--- src/rtl/gwm_pkg.sv ---
// Shared types and constants for the glob wildcard matcher.
// No dependencies; every other file of the block imports this package.
`default_nettype none

package gwm_pkg;

   // Default depth of the pattern store.
   localparam int MAX_PATTERN_DEFAULT = 32;

   // Wildcard bytes.
   localparam logic [7:0] CHAR_STAR = 8'h2A;
   localparam logic [7:0] CHAR_ANY  = 8'h3F;

   // Command carried by each request transfer.
   typedef enum logic [1:0] {
      CMD_CLEAR  = 2'd0,
      CMD_APPEND = 2'd1,
      CMD_TEXT   = 2'd2,
      CMD_END    = 2'd3
   } cmd_type;

   // Decoded operation strobes handed from the top level to the datapath.
   typedef struct packed {
      logic clear;
      logic append;
      logic text;
      logic finish;
   } ctl_type;

endpackage

`default_nettype wire

--- src/rtl/gwm_req_if.sv ---
// Request channel of the glob wildcard matcher: command and byte.
// Depends on gwm_pkg for the command type.
`default_nettype none

interface gwm_req_if;
   import gwm_pkg::*;

   logic    valid;
   logic    ready;
   cmd_type cmd;
   logic [7:0] ch;

   modport source (output valid, output cmd, output ch, input ready);
   modport sink   (input valid, input cmd, input ch, output ready);
endinterface

`default_nettype wire

--- src/rtl/gwm_rsp_if.sv ---
// Response channel of the glob wildcard matcher: match flag and status.
// Depends on gwm_pkg only by convention; it carries plain bits.
`default_nettype none

interface gwm_rsp_if;
   import gwm_pkg::*;

   logic valid;
   logic ready;
   logic matched;
   logic status;

   modport source (output valid, output matched, output status, input ready);
   modport sink   (input valid, input matched, input status, output ready);
endinterface

`default_nettype wire

--- src/rtl/glob_wildcard_match.sv ---
// Top level of the glob wildcard matcher: input register, command decode,
// result register. Depends on gwm_pkg, gwm_req_if, gwm_rsp_if and the submodules.
//
//   Channel   Direction  Payload           Notes
//   req_port  in         cmd[1:0], ch[7:0] clear, append, text byte, end of text
//   rsp_port  out        matched, status   one transfer per end-of-text command
//
// One request is taken every cycle unless stalled; each is handled from the input register,
// where the parallel compare and star-closure prefix cover all stored positions.
// The result register is loaded as an end-of-text command is handled, so a result passes
// through the input register and the result register before it is offered.
// Synchronous active-high reset empties the pattern and both registers.
// Requests stall only while an end-of-text command waits behind an untaken result.
`default_nettype none

module glob_wildcard_match #(
   parameter int MAX_PATTERN = gwm_pkg::MAX_PATTERN_DEFAULT
) (
   input  logic      clock,
   input  logic      reset,
   gwm_req_if.sink   req_port,
   gwm_rsp_if.source rsp_port
);
   import gwm_pkg::*;

   localparam int LEN_W = $clog2(MAX_PATTERN + 1);

   logic             in_valid_ff, in_valid_in;
   cmd_type          in_cmd_ff;
   logic [7:0]       in_ch_ff;
   logic             out_valid_ff, out_valid_in;
   logic             out_matched_ff;
   logic             out_status_ff;
   logic             out_free;
   logic             advance;
   ctl_type          ctl;
   logic [LEN_W-1:0] pat_len;
   logic             pat_ovf;
   logic [MAX_PATTERN-1:0] star_vec;
   logic [MAX_PATTERN-1:0] hit_vec;
   logic             end_match;

   // The held command moves on unless it produces a result with no room for it.
   assign out_free       = !out_valid_ff || rsp_port.ready;
   assign advance        = in_valid_ff && ((in_cmd_ff != CMD_END) || out_free);
   assign req_port.ready = !in_valid_ff || advance;

   // Command decode into operation strobes.
   always_comb begin
      ctl = '0;
      if (advance) begin
         unique case (in_cmd_ff)
            CMD_CLEAR:  ctl.clear  = 1'b1;
            CMD_APPEND: ctl.append = 1'b1;
            CMD_TEXT:   ctl.text   = 1'b1;
            CMD_END:    ctl.finish = 1'b1;
            default:    ctl        = '0;
         endcase
      end
   end

   // Input register.
   assign in_valid_in = req_port.ready ? req_port.valid : in_valid_ff;

   always_ff @(posedge clock) begin
      if (reset) begin
         in_valid_ff <= 1'b0;
      end else begin
         in_valid_ff <= in_valid_in;
      end
   end

   always_ff @(posedge clock) begin
      if (req_port.valid && req_port.ready) begin
         in_cmd_ff <= req_port.cmd;
         in_ch_ff  <= req_port.ch;
      end
   end

   gwm_pattern_store #(
      .MAX_PATTERN (MAX_PATTERN)
   ) u_store (
      .clock    (clock),
      .reset    (reset),
      .ctl      (ctl),
      .ch       (in_ch_ff),
      .len      (pat_len),
      .overflow (pat_ovf),
      .star_vec (star_vec),
      .hit_vec  (hit_vec)
   );

   gwm_positions #(
      .MAX_PATTERN (MAX_PATTERN)
   ) u_positions (
      .clock     (clock),
      .reset     (reset),
      .ctl       (ctl),
      .len       (pat_len),
      .star_vec  (star_vec),
      .hit_vec   (hit_vec),
      .end_match (end_match)
   );

   // Result register: loaded on end of text, emptied by a transfer.
   always_comb begin
      out_valid_in = out_valid_ff;
      if (ctl.finish) begin
         out_valid_in = 1'b1;
      end else if (rsp_port.ready) begin
         out_valid_in = 1'b0;
      end
   end

   always_ff @(posedge clock) begin
      if (reset) begin
         out_valid_ff <= 1'b0;
      end else begin
         out_valid_ff <= out_valid_in;
      end
   end

   always_ff @(posedge clock) begin
      if (ctl.finish) begin
         out_matched_ff <= end_match && !pat_ovf;
         out_status_ff  <= pat_ovf;
      end
   end

   assign rsp_port.valid   = out_valid_ff;
   assign rsp_port.matched = out_matched_ff;
   assign rsp_port.status  = out_status_ff;

`ifndef ASSERT_OFF
   // A fresh result only follows an end-of-text command being handled.
   a_rsp_source : assert property (@(posedge clock) disable iff (reset)
      $rose(out_valid_ff) |-> $past(ctl.finish))
      else $error("result raised without end of text");

   // An overflowed pattern never reports a match.
   a_ovf_nomatch : assert property (@(posedge clock) disable iff (reset)
      (out_valid_ff && out_status_ff) |-> !out_matched_ff)
      else $error("match reported with overflowed pattern");

   // End of text is never handled while an untaken result would be overwritten.
   a_no_overwrite : assert property (@(posedge clock) disable iff (reset)
      ctl.finish |-> (!out_valid_ff || rsp_port.ready))
      else $error("result overwritten before transfer");
`endif

endmodule

`default_nettype wire

--- src/rtl/gwm_pattern_store.sv ---
// Pattern store, length counter and overflow flag, plus per-position
// wildcard and byte-compare vectors. Depends on gwm_pkg.
`default_nettype none

module gwm_pattern_store #(
   parameter int MAX_PATTERN = gwm_pkg::MAX_PATTERN_DEFAULT
) (
   input  logic                             clock,
   input  logic                             reset,
   input  gwm_pkg::ctl_type                 ctl,
   input  logic [7:0]                       ch,
   output logic [$clog2(MAX_PATTERN+1)-1:0] len,
   output logic                             overflow,
   output logic [MAX_PATTERN-1:0]           star_vec,
   output logic [MAX_PATTERN-1:0]           hit_vec
);
   import gwm_pkg::*;

   localparam int LEN_W = $clog2(MAX_PATTERN + 1);
   localparam int IDX_W = (MAX_PATTERN > 1) ? $clog2(MAX_PATTERN) : 1;

   logic [7:0]       store_ff [MAX_PATTERN];
   logic [LEN_W-1:0] len_ff, len_in;
   logic             ovf_ff, ovf_in;
   logic             has_room;

   assign has_room = (len_ff < LEN_W'(MAX_PATTERN));

   // Length and overflow: clear empties the store, a full store drops bytes.
   always_comb begin
      len_in = len_ff;
      ovf_in = ovf_ff;
      if (ctl.clear) begin
         len_in = '0;
         ovf_in = 1'b0;
      end else if (ctl.append) begin
         if (has_room) begin
            len_in = len_ff + LEN_W'(1);
         end else begin
            ovf_in = 1'b1;
         end
      end
   end

   always_ff @(posedge clock) begin
      if (reset) begin
         len_ff <= '0;
         ovf_ff <= 1'b0;
      end else begin
         len_ff <= len_in;
         ovf_ff <= ovf_in;
      end
   end

   // Store writes need no reset; only entries below the length are used.
   always_ff @(posedge clock) begin
      if (ctl.append && has_room) begin
         store_ff[len_ff[IDX_W-1:0]] <= ch;
      end
   end

   // Every stored position is examined in parallel against the current byte.
   always_comb begin
      for (int i = 0; i < MAX_PATTERN; i++) begin
         logic in_use;
         in_use      = (LEN_W'(i) < len_ff);
         star_vec[i] = in_use && (store_ff[i] == CHAR_STAR);
         hit_vec[i]  = in_use && (store_ff[i] != CHAR_STAR) &&
                       ((store_ff[i] == CHAR_ANY) || (store_ff[i] == ch));
      end
   end

   assign len      = len_ff;
   assign overflow = ovf_ff;

`ifndef ASSERT_OFF
   // Overflow can only be flagged once the store is completely full.
   a_ovf_full : assert property (@(posedge clock) disable iff (reset)
      ovf_ff |-> (len_ff == LEN_W'(MAX_PATTERN)))
      else $error("overflow flagged with store not full");
`endif

endmodule

`default_nettype wire

--- src/rtl/gwm_positions.sv ---
// Active pattern position vector with star closure and text-byte step.
// Depends on gwm_pkg for the operation strobes.
`default_nettype none

module gwm_positions #(
   parameter int MAX_PATTERN = gwm_pkg::MAX_PATTERN_DEFAULT
) (
   input  logic                             clock,
   input  logic                             reset,
   input  gwm_pkg::ctl_type                 ctl,
   input  logic [$clog2(MAX_PATTERN+1)-1:0] len,
   input  logic [MAX_PATTERN-1:0]           star_vec,
   input  logic [MAX_PATTERN-1:0]           hit_vec,
   output logic                             end_match
);
   import gwm_pkg::*;

   localparam int POS_W  = MAX_PATTERN + 1;
   localparam int LEVELS = $clog2(MAX_PATTERN + 1);

   // The register holds positions before star closure; closure is applied on use.
   logic [POS_W-1:0] raw_ff, raw_in;
   logic [POS_W-1:0] gen_l  [LEVELS+1];
   logic [POS_W-1:0] prop_l [LEVELS+1];
   logic [POS_W-1:0] closed;
   logic [POS_W-1:0] stepped;

   // Star closure as a parallel prefix: position j is reached from an active
   // position k when every pattern byte from k up to j-1 is a star.
   always_comb begin
      gen_l[0]  = raw_ff;
      prop_l[0] = {star_vec, 1'b0};
      for (int lv = 0; lv < LEVELS; lv++) begin
         for (int j = 0; j < POS_W; j++) begin
            if (j >= (1 << lv)) begin
               gen_l[lv+1][j]  = gen_l[lv][j] | (prop_l[lv][j] & gen_l[lv][j - (1 << lv)]);
               prop_l[lv+1][j] = prop_l[lv][j] & prop_l[lv][j - (1 << lv)];
            end else begin
               gen_l[lv+1][j]  = gen_l[lv][j];
               prop_l[lv+1][j] = 1'b0;
            end
         end
      end
   end

   assign closed = gen_l[LEVELS];

   // A star keeps its position alive; a matching byte advances by one.
   assign stepped = {1'b0, closed[MAX_PATTERN-1:0] & star_vec} |
                    {closed[MAX_PATTERN-1:0] & hit_vec, 1'b0};

   always_comb begin
      raw_in = raw_ff;
      if (ctl.clear || ctl.append || ctl.finish) begin
         raw_in = POS_W'(1);
      end else if (ctl.text) begin
         raw_in = stepped;
      end
   end

   always_ff @(posedge clock) begin
      if (reset) begin
         raw_ff <= POS_W'(1);
      end else begin
         raw_ff <= raw_in;
      end
   end

   assign end_match = closed[len];

`ifndef ASSERT_OFF
   // Any restart of the text leaves only the first position pending closure.
   a_restart : assert property (@(posedge clock) disable iff (reset)
      (ctl.clear || ctl.append || ctl.finish) |=> (raw_ff == POS_W'(1)))
      else $error("text progress not restarted");
`endif

endmodule

`default_nettype wire
--- src/flat_wrapper.sv ---
// flat-port wrapper written by rule: the top's interface ports become plain ports
module glob_wildcard_match_flat import gwm_pkg::*;
#(
   parameter int MAX_PATTERN = gwm_pkg::MAX_PATTERN_DEFAULT
)
  (clock, reset, req_port_valid, req_port_cmd, req_port_ch, req_port_ready, rsp_port_valid, rsp_port_matched, rsp_port_status, rsp_port_ready);
  gwm_req_if req_port_i ();
  gwm_rsp_if rsp_port_i ();
  input  logic clock;
  input  logic reset;
  input wire logic [$bits(req_port_i.valid)-1:0] req_port_valid;
  input wire logic [$bits(req_port_i.cmd)-1:0] req_port_cmd;
  input wire logic [$bits(req_port_i.ch)-1:0] req_port_ch;
  output wire logic [$bits(req_port_i.ready)-1:0] req_port_ready;
  output wire logic [$bits(rsp_port_i.valid)-1:0] rsp_port_valid;
  output wire logic [$bits(rsp_port_i.matched)-1:0] rsp_port_matched;
  output wire logic [$bits(rsp_port_i.status)-1:0] rsp_port_status;
  input wire logic [$bits(rsp_port_i.ready)-1:0] rsp_port_ready;
  assign req_port_i.valid = req_port_valid;
  assign req_port_i.cmd = req_port_cmd;
  assign req_port_i.ch = req_port_ch;
  assign req_port_ready = req_port_i.ready;
  assign rsp_port_valid = rsp_port_i.valid;
  assign rsp_port_matched = rsp_port_i.matched;
  assign rsp_port_status = rsp_port_i.status;
  assign rsp_port_i.ready = rsp_port_ready;
  glob_wildcard_match #(.MAX_PATTERN(MAX_PATTERN)) u_core (.clock(clock), .reset(reset), .req_port(req_port_i), .rsp_port(rsp_port_i));
endmodule
--- config.mk ---
export PLATFORM = sky130hd
export DESIGN_NAME = glob_wildcard_match_flat
export DESIGN_NICKNAME = d
export VERILOG_FILES = /design/src/rtl/gwm_pkg.sv /design/src/rtl/gwm_req_if.sv /design/src/rtl/gwm_rsp_if.sv /design/src/rtl/glob_wildcard_match.sv /design/src/rtl/gwm_pattern_store.sv /design/src/rtl/gwm_positions.sv /design/src/flat_wrapper.sv
export SDC_FILE = /design/constraint.sdc
export NUM_CORES = 1
export LEC_CHECK = 0
export ABC_AREA = 1
export BUFFER_PORTS_ARGS = -buffer_cell sky130_fd_sc_hd__buf_2
export CAP_MARGIN = 20
export CORE_UTILIZATION = 30
export CTS_CLUSTER_DIAMETER = 50
export DETAILED_ROUTE_END_ITERATION = 8
export GPL_ROUTABILITY_DRIVEN = 0
export HOLD_SLACK_MARGIN = 0.15
export PLACE_DENSITY = 0.45
export SLEW_MARGIN = 10
export SYNTH_ARGS = -nofsm -noshare
export SYNTH_HDL_FRONTEND = slang
export SYNTH_SLANG_ARGS = --single-unit
--- constraint.sdc ---
create_clock -name clock -period 5.7 [get_ports clock]
set_input_delay 1.14 -clock clock [delete_from_list [all_inputs] [get_ports clock]]
set_output_delay 1.14 -clock clock [all_outputs]
set_load 0.01 [all_outputs]
After elaboration in Yosys (flattened, before gate mapping)
Memories as Yosys holds them, arrays and structs flattened.
Cells that the tools add are included.
{ "totals": {"register_bits": 54, "ramBits": 256, "out_inout_bits": 4, "memories": 1} }
{ "op_classes": {"muxes": 11, "n_eq_ne": 132, "magnitude_cmp": 34, "addsub": 1, "n_bitwise": 377, "n_reduce_logical": 146} }
{ "memory_table": {"columns": ["name", "depth", "width", "read_ports", "rd_clocked_by_memory_dff", "write_ports", "line", "rtl"], "rows": [
  ["u_core.u_store.store_ff", 32, 8, 32, 0, 1, "gwm_pattern_store.sv:22", "logic [7:0] store_ff [MAX_PATTERN];"]
]} }
{ "ops": {"columns": ["operator", "n"], "rows": [
  ["$eq 8x6->1 const B", 64],
  ["$eq 8x8->1", 32],
  ["$ne 8x6->1 const B", 32],
  ["$and 1x1->1", 238],
  ["$or 1x1->1", 135],
  ["$logic_and 1x1->1", 100],
  ["$lt 5x6->1 const A", 16],
  ["$and 32x32->32", 2],
  ["$lt 4x6->1 const A", 8],
  ["$logic_or 1x1->1", 37],
  ["$or 32x33->33", 1],
  ["$lt 3x6->1 const A", 4],
  ["$lt 1x6->1 const A", 2],
  ["$lt 2x6->1 const A", 2],
  ["$mux 1", 9],
  ["$lt 6x7->1 const B", 1],
  ["$add 6x1->6 const B", 1],
  ["$bmux 1 s6", 1],
  ["$lt 6x6->1 const B", 1],
  ["$eq 2x2->1 const B", 2],
  ["$mux 4", 1],
  ["$reduce_and 2->1", 2],
  ["$reduce_or 2->1", 2],
  ["$logic_not 1->1", 3],
  ["other kinds (5)", 5]
]} }

Depth between registers and ports, before layout
Gate-level depths: netlist (run 1).
An unclocked memory read counts as a cell.
{ "depth": {"depth_word": 17, "depth_mapped": 24, "ltp_nobuf": 22} }

Cells and area by module
Synthesis (run 1) repeated with hierarchy kept, for this count alone.
{ "hier_totals": {"hier_cells": 2487, "hier_area_um2": 18955.7} }
{ "by_module_without_submodules": {"columns": ["mod", "cells_each", "area_each_um2", "n_inst"], "rows": [
  ["gwm_pattern_store", 1756, 14730.4, 1],
  ["gwm_positions", 699, 3738.6, 1],
  ["glob_wildcard_match", 32, 486.7, 1]
]} }

Worst setup path before layout (run 1)
Ideal clock, no wire load.
{ "synth_timing": {"kind": "reg-to-reg", "startpoint": "reg u_core.u_store.len_ff[0] (netlist: u_core.u_store.len[0])", "endpoint": "reg u_core.out_matched_ff (netlist: u_core.rsp_port.matched), data pin", "n_path_buf": 3, "setup_time_ps": 252, "arrival_time_ps": 2491, "slack_ps": 2958, "t_required_ps": 5448, "synth_period_minus_slack_ps": 2742, "stages_incl_launch_ff": 25, "cell_sequence": "dfxtp_1 > buf_2 > inv_1 > buf_2 > ha_1 > clkbuf_1 > nor2_1 > nor2_2 > nor2_2 > nand2_1 > inv_1 > a21oi_1 > nand2_2 > nand2_1 > nand2_2 > nand2_1 > nand2_2 > nand2_1 > nand3_1 > nand2_1 > nand2_1 > nand2_1 > nor2_1 > nor2_1 > nor2_1"} }
{ "synth_via": {"elab_chain_cells": 16, "word_cells_on_any_way": 440, "classes_between": "32 x order compare; 2 x mux; 373 x bitwise; 33 x reduce/logical"} }
{ "synth_lines": {"columns": ["item", "line", "rtl"], "rows": [
  ["start: declaration", "gwm_pattern_store.sv:23", "logic [LEN_W-1:0] len_ff, len_in;"],
  ["start signal: assignment", "gwm_pattern_store.sv:50", "len_ff <= len_in;"],
  ["$lt 1x6->1", "gwm_pattern_store.sv:66", "in_use = (LEN_W'(i) < len_ff);"],
  ["$logic_and 1x1->1", "gwm_pattern_store.sv:67", "star_vec[i] = in_use && (store_ff[i] == CHAR_STAR);"],
  ["$and 1x1->1", "gwm_positions.sv:36", "gen_l[lv+1][j] = gen_l[lv][j] | (prop_l[lv][j] & gen_l[lv][j - (1 << lv)]);"],
  ["$or 1x1->1", "gwm_positions.sv:36", null],
  ["$and 1x1->1", "gwm_positions.sv:36", null],
  ["$or 1x1->1", "gwm_positions.sv:36", null],
  ["$and 1x1->1", "gwm_positions.sv:36", null],
  ["$or 1x1->1", "gwm_positions.sv:36", null],
  ["$and 1x1->1", "gwm_positions.sv:36", null],
  ["$or 1x1->1", "gwm_positions.sv:36", null],
  ["$and 1x1->1", "gwm_positions.sv:36", null],
  ["$or 1x1->1 (2 in series)", "gwm_positions.sv:36", null],
  ["$bmux 1 s6 (*)", "gwm_positions.sv:69", "assign end_match = closed[len];"],
  ["$mux 1 (implied by the code) (*)", "gwm_positions.sv:69", null],
  ["$logic_and 1x1->1 (*)", "glob_wildcard_match.sv:125", "out_matched_ff <= end_match && !pat_ovf;"],
  ["end signal: assignment", "glob_wildcard_match.sv:125", null],
  ["end: declaration", "glob_wildcard_match.sv:32", "logic out_matched_ff;"]
]} }
Mark *: on every way between the ends. The rest lies on a longest branch, timed or not. The select of a mux whose other input is x is not followed.
A chain may end at the register's enable or synchronous reset.

Worst setup path after layout (run 1)
Ends and elaborated chain as after synthesis.

==> results.json, run 1 <==
{
  "cts_sinks": 310,
  "hold_slack_ns": 0.507,
  "track_usage_pct": 19.9,
  "crit_arrival_ns": 4.25,
  "power_density_nw_per_um2": 270,
  "cts_resized": 0,
  "ys_types": 49,
  "ctsHoldBuffers": 0,
  "n_fill_cell": 6218,
  "dp_hpwl_mm": 43.5,
  "cts-root-buf": "clkbuf_16",
  "p_switching_uw": 1300,
  "crit_path_end_kind": "register",
  "critPathMaxFanout": 13,
  "drt-vias-per-instance": 5.08,
  "drtAntennaViolNets": 0,
  "wl_mm": 61.9,
  "ys_warn_count": 0,
  "max_cap_viol_count": 0,
  "num_io_pins": 18,
  "path_cells": "inv_1 -> ha_1 -> nor2_1 -> nor2_2 -> nor2_2 -> nand2_1 -> nand2_1 -> nor2_1 -> nand2_1 -> nand3_1 -> nand2_2 -> nand3_1 -> nand3_1 -> nand2_1 -> inv_1 -> nand2_1 -> nand2_1 -> nand2_1 -> nor2_1 -> nor2_1 -> nor2_1",
  "n_antenna_cell": 0,
  "p_comb_share_pct": 5.7,
  "grt-ovfl-total": 0,
  "syn-num-nets": 2306,
  "slew_headroom_pct": 35.7,
  "start_util_pct": 30.4,
  "die_x_um": 249,
  "seqPwrFrac_pct": 44.1,
  "grt_max_degree": 65,
  "yosysMostFrequentCell": "nand2_1",
  "fin_crit_ns": 3.79,
  "synth_cells": 2288,
  "clkPwrFrac_pct": 50.2,
  "via_count": 15900,
  "switching_share_pct": 23.0,
  "core_area_um2": 60400,
  "rsz0062_at_grt": "no",
  "drt_iter0_drc": 1217,
  "finalMaxSlewViolations": 0,
  "yosys-top-cells-area": "edfxtp_1 (44%), nand2_1 (13%), inv_1 (5.9%)",
  "avgSynthCellArea_um2": 8.02,
  "grt_pass1_vias": 15600,
  "status": "completed",
  "clkTransAtPathRegs_ns": 0.06,
  "yosys.area.top_type": "edfxtp_1",
  "p_leak_uw": 0.00804,
  "synth_edf_count": 268,
  "synth-seq-area-share_pct": 48.4,
  "cts_max_level": 2,
  "die_h_um": 249,
  "criticalPathCategory": "reg -> reg",
  "synth_area_um2": 18400,
  "fin_tns_setup_ns": 0,
  "cts_buffers": 43,
  "clkLatencyLatePin_ns": 0.59,
  "regToRegSetupSlack_ns": 1.91,
  "drc_errors": 0,
  "synth_common_cells": "nand2_1 (629), inv_1 (288), edfxtp_1 (268)",
  "slowest_stage": "dfxtp_1",
  "die_area_um2": 62200,
  "setup_viol": 0,
  "antenna_found_initial": 0,
  "path_delay_family": "simple AND/OR/NAND/NOR gates",
  "async_reset_ff_share_pct": 0,
  "finalClockSkew_ns": 0.0303,
  "cts_tree": "built",
  "area_growth_pct": 13.8,
  "slowest_delay_ns": 0.61,
  "path_depth": 21,
  "p_int_uw": 4340,
  "finalCritPeriodShare_pct": 66.5,
  "row_count": 90,
  "finalHoldViolations": 0,
  "worstPathRequired_ns": 6.15,
  "tightest_slew_ns": 0.962,
  "path_common_cell": "nand2_1",
  "cts_setup_buffers": 0,
  "nets": 2332,
  "peakVddDrop_uv": 171,
  "rr_worst_depth": 21,
  "clk_path_buf_depth": 3,
  "synth_flop_cell": "edfxtp_1",
  "grt_first_pass_wirelength_mm": 93.8,
  "dr.pass1.iters": 7,
  "min_path_cells": 2,
  "fmax_ghz": 0.264,
  "hold_path.class": "reg -> reg",
  "routedWlPerCell_um": 19.8,
  "cp_num_buf_inv": 2,
  "netlist.area_leader.share_pct": 43.8,
  "critPathLaunchType": "register",
  "layout-drive-gt1-share_pct": 11.3,
  "port_buffers": 17,
  "synth-seq-cells": 310
}
-- kinds of logic after synthesis --
family	count (synthesis)	share of synthesized area [%]
simple gates	1332	32.5
buf+inv	364	7.71
flops	310	48.4
compound gates	181	6.45
xor+xnor	97	4.63
fa+ha+maj	4	0.273
-- per-layer routing --
metal	part of all wire, %	track usage, %	vias up
met5	0	0	-
met4	3.4	7.64	0
met3	5.1	2.61	122
met2	45	32.0	475
met1	46	27.0	7625
li1	-	-	7673
-- flip-flops by register name, summed over array words and instances (netlist names) --
name and flops:
u_core.rsp_port.matched 1, u_core.rsp_port.status 1, u_core.in_cmd_ff 2, u_core.u_store.overflow 1, u_core.in_valid_ff 1, u_core.rsp_port.valid 1, u_core.in_ch_ff 8, u_core.u_positions.raw_ff 33
u_core.u_store.store_ff 256, u_core.u_store.len 6
-- worst paths after layout --
| path | endpoint | from |
|---|---|---|
| max | u_core.rsp_port.matched | u_core.u_store.len[0] |
| min reg2reg | u_core.u_positions.raw_ff[31] | u_core.u_positions.raw_ff[31] |
| min | u_core.u_positions.raw_ff[31] | u_core.u_positions.raw_ff[31] |
| max reg2reg | u_core.rsp_port.matched | u_core.u_store.len[0] |
-- placed cells by master, fill, tap and decap left out, types with 16 or more instances in the layout --
cell / n
nor2_1: 261
inv_1: 287
clkbuf_16: 45
edfxtp_1: 268
buf_4: 24
xnor2_1: 92
nand2_1: 629
nor3_1: 21
buf_2: 17
nor4_1: 24
a21oi_1: 55
o211ai_1: 35
o2111ai_1: 16
dfxtp_1: 42
nor2_2: 18
nand4_1: 109
or2_2: 81
nand2_2: 19
o21ai_0: 27
nand3_1: 146
-- per-stage QoR --
stage	worst slack (ns)	area [um^2]	cells	power, uW	util [%]
final	1.91	20900	3130	5640	34.6
after global routing	1.65	20900	3130	5820	34.6
after CTS	2.04	20900	3130	5710	34.6
after detailed placement	2.07	19400	3051	2860	32.1
after global placement	2.06	19400	3050	2860	32.1
after floorplan	2.96	18400	2288	2720	-
-- power groups by stage --
stage	clock, uW	combinational (uW)	sequential (uW)
after floorplan	0	178	2540
after global placement	0	320	2530
after detailed placement	0	322	2530
after CTS	2890	323	2490
after global routing	2980	349	2490
final	2830	319	2490
-- worst reg2reg max path: stages (launching register included) --
cell	delay (ns)
dfxtp_1	0.61
inv_1	0.35
ha_1	0.56
nor2_1	0.31
nor2_2	0.09
nor2_2	0.17
nand2_1	0.09
nand2_1	0.12
nor2_1	0.06
nand2_1	0.11
nand3_1	0.13
nand2_2	0.21
nand3_1	0.15
nand3_1	0.10
nand2_1	0.11
inv_1	0.08
nand2_1	0.05
nand2_1	0.06
nand2_1	0.06
nor2_1	0.11
nor2_1	0.05
nor2_1	0.08
-- area by class of cell --
type	instances	area [um^2]	share of cell area [%]
clock inverter	23	318	1.52
tap	782	978	4.68
clock buffer	56	1200	5.73
multi-input combinational	1614	8060	38.6
sequential	310	8890	42.5
inverter	301	1130	5.42
timing repair buffer	44	320	1.53
(Power assumes the default switching activity.)
==> run 2: changes to the inputs <==
--- a/config.mk
+++ b/config.mk
@@ -5,7 +5,7 @@
 export SDC_FILE = /design/constraint.sdc
 export NUM_CORES = 1
 export LEC_CHECK = 0
-export ABC_AREA = 1
+export ABC_AREA = 0
 export BUFFER_PORTS_ARGS = -buffer_cell sky130_fd_sc_hd__buf_2
 export CAP_MARGIN = 20
 export CORE_UTILIZATION = 30
==> constraint.sdc (replaced) <==
create_clock -name clock -period 3.85 [get_ports clock]
set_input_delay 0.77 -clock clock [delete_from_list [all_inputs] [get_ports clock]]
set_output_delay 0.77 -clock clock [all_outputs]
set_load 0.01 [all_outputs]
==> run 2 against run 1 <==
Against the previous run:
- routed wire length is 24% lower
- final cell count is 25% lower
- cell area is 6.9% lower
- via count is 23% lower
- synthesized area is 9.4% lower
- critical path type unchanged
- largest cell class unchanged
==> results.json, run 2 <==
{
  "status": "completed",
  "area_growth_pct": 16.9,
  "n_fill_cell": 5395,
  "yosys-top-cells-area": "edfxtp_1 (48%), xnor2_1 (9.8%), dfxtp_1 (5.1%)",
  "clkTransAtPathRegs_ns": 0.06,
  "critPathLaunchType": "register",
  "port_buffers": 17,
  "grt_first_pass_wirelength_mm": 73.3,
  "p_leak_uw": 0.00603,
  "setup_viol": 0,
  "netlist.area_leader.share_pct": 48.4,
  "row_count": 85,
  "avgSynthCellArea_um2": 10.9,
  "dp_hpwl_mm": 32.1,
  "core_area_um2": 54200,
  "synth_area_um2": 16600,
  "num_io_pins": 18,
  "cts-root-buf": "clkbuf_16",
  "finalClockSkew_ns": 0.0201,
  "yosysMostFrequentCell": "edfxtp_1",
  "tightest_slew_ns": 1.07,
  "die_area_um2": 56400,
  "clk_path_buf_depth": 3,
  "crit_path_end_kind": "register",
  "hold_slack_ns": 0.383,
  "power.total_uw": 7580,
  "synth_flop_cell": "edfxtp_1",
  "track_usage_pct": 16.8,
  "cts_setup_buffers": 0,
  "drc_errors": 0,
  "grt_max_degree": 65,
  "clkLatencyLatePin_ns": 0.56,
  "nets": 1640,
  "die_h_um": 237,
  "hold_path.class": "in -> reg",
  "ys_warn_count": 0,
  "cts_tree": "built",
  "die_x_um": 237,
  "dr.pass1.iters": 5,
  "cts_sinks": 310,
  "regToRegSetupSlack_ns": 0.19,
  "synth_common_cells": "edfxtp_1 (268), xnor2_1 (186), nor2_1 (139)",
  "fmax_ghz": 0.273,
  "synth_cells": 1527,
  "routedWlPerCell_um": 20.1,
  "max_cap_viol_count": 0,
  "ys_types": 90,
  "critPathMaxFanout": 7,
  "syn-num-nets": 1545,
  "fin_crit_ns": 3.66,
  "criticalPathCategory": "reg -> reg",
  "drt_iter0_drc": 726,
  "peakVddDrop_uv": 305,
  "drtAntennaViolNets": 0,
  "layout_commonest_cell": "edfxtp_1",
  "slew_headroom_pct": 28.9,
  "layout_common_cells": "edfxtp_1 (268), xnor2_1 (186), nor2_1 (138), buf_4 (96), nand2_1 (93)",
  "synth_edf_count": 268,
  "async_reset_ff_share_pct": 0,
  "finalHoldViolations": 0,
  "synth-seq-cells": 310,
  "largest_reg_flops": 256,
  "wl_mm": 47.3,
  "synth-seq-area-share_pct": 53.5,
  "layout-drive-gt1-share_pct": 13.5,
  "antenna_found_initial": 1,
  "crit_arrival_ns": 4.14,
  "cts_max_level": 2,
  "n_antenna_cell": 0,
  "via_count": 12300,
  "finalMaxSlewViolations": 0,
  "start_util_pct": 30.7,
  "worstPathRequired_ns": 4.32,
  "grt_pass1_vias": 12400,
  "power_density_nw_per_um2": 390,
  "yosys.area.top_type": "edfxtp_1",
  "grt-ovfl-total": 0,
  "drt-vias-per-instance": 5.23,
  "cts_buffers": 40,
  "finalCritPeriodShare_pct": 95.1
}
-- run 2: kinds of logic (layout without fill, tap and decap cells) --
family	count (synthesis)	count (layout)	share of synthesized area, %
adders and majority gates	4	4	0.301
xor gates and xnor gates	259	259	13.6
buffers and inverters	91	218	2.13
muxes	4	4	0.391
AOI/OAI and AO/OA	294	294	11.8
and+or+nand+nor	565	565	18.3
DFF	310	310	53.5
-- run 2: path summary, 6_finish.rpt --
kind | start | endpoint | depth (start not counted)
setup / recovery | u_core.u_store.store_ff[13][2] | u_core.u_positions.raw_ff[32] | 12
hold / removal | req_port_cmd[0] | u_core.in_cmd_ff[0] | 1
setup reg to reg | u_core.u_store.store_ff[13][2] | u_core.u_positions.raw_ff[32] | 12
hold reg to reg | u_core.u_positions.raw_ff[32] | u_core.u_positions.raw_ff[32] | 2
-- run 2: power by group --
| group | internal (uW) | switching [uW] | total (uW) |
|---|---|---|---|
| clock network | 2080 | 1440 | 3510 |
| registers | 3670 | 19.9 | 3690 |
| logic | 139 | 242 | 381 |
| total | 5880 | 1700 | 7580 |
-- run 2: final cells by class --
| class | instances | area, um^2 | area share (%) |
|---|---|---|---|
| well taps | 696 | 871 | 4.48 |
| flip-flops and latches | 310 | 8890 | 45.7 |
| repair buffers | 119 | 926 | 4.76 |
| inverters | 25 | 93.8 | 0.483 |
| clock buffers | 56 | 1100 | 5.67 |
| clock inverters | 18 | 136 | 0.701 |
| multi-input cells | 1126 | 7420 | 38.2 |
-- run 2: what timing repair did --
action,CTS,global route
gates resized for setup,0,8
hold buffers,0,0
setup endpoints to repair,0,2
-- run 2: metal layers --
metal / up-vias / global-route usage (%) / share of wire [%] / routed length (um)
li1: 5939 / - / - / -
met1: 6050 / 23.5 / 49 / 23200
met2: 234 / 26.6 / 45 / 21100
met3: 63 / 2.33 / 3.9 / 1860
met4: 0 / 5.71 / 2.4 / 1140
met5: - / 0 / 0 / 0
-- run 2: per-stage QoR --
step	cell area (um^2)	setup slack (ns)	cells	util (%)	setup TNS, ns
after global routing	19400	-0.00617	2350	35.8	-0.00617
final	19400	0.188	2350	35.8	0
after detailed placement	18200	0.133	2276	33.5	0
after global placement	18200	0.113	2276	33.5	0
after CTS	19400	0.0955	2350	35.8	0
after floorplan	16600	0.171	1527	-	0
-- run 2: worst max-delay path: stages (launching register included) --
cell and delay, ns:
edfxtp_1 0.44, nor4b_1 0.56, and4b_1 0.33, or4b_1 0.55, nand3b_1 0.22, nor4_1 0.18, a22oi_1 0.12, nand2_2 0.18
a21oi_1 0.12, buf_4 0.16, o21ai_0 0.34, a21oi_1 0.13, o31ai_1 0.25
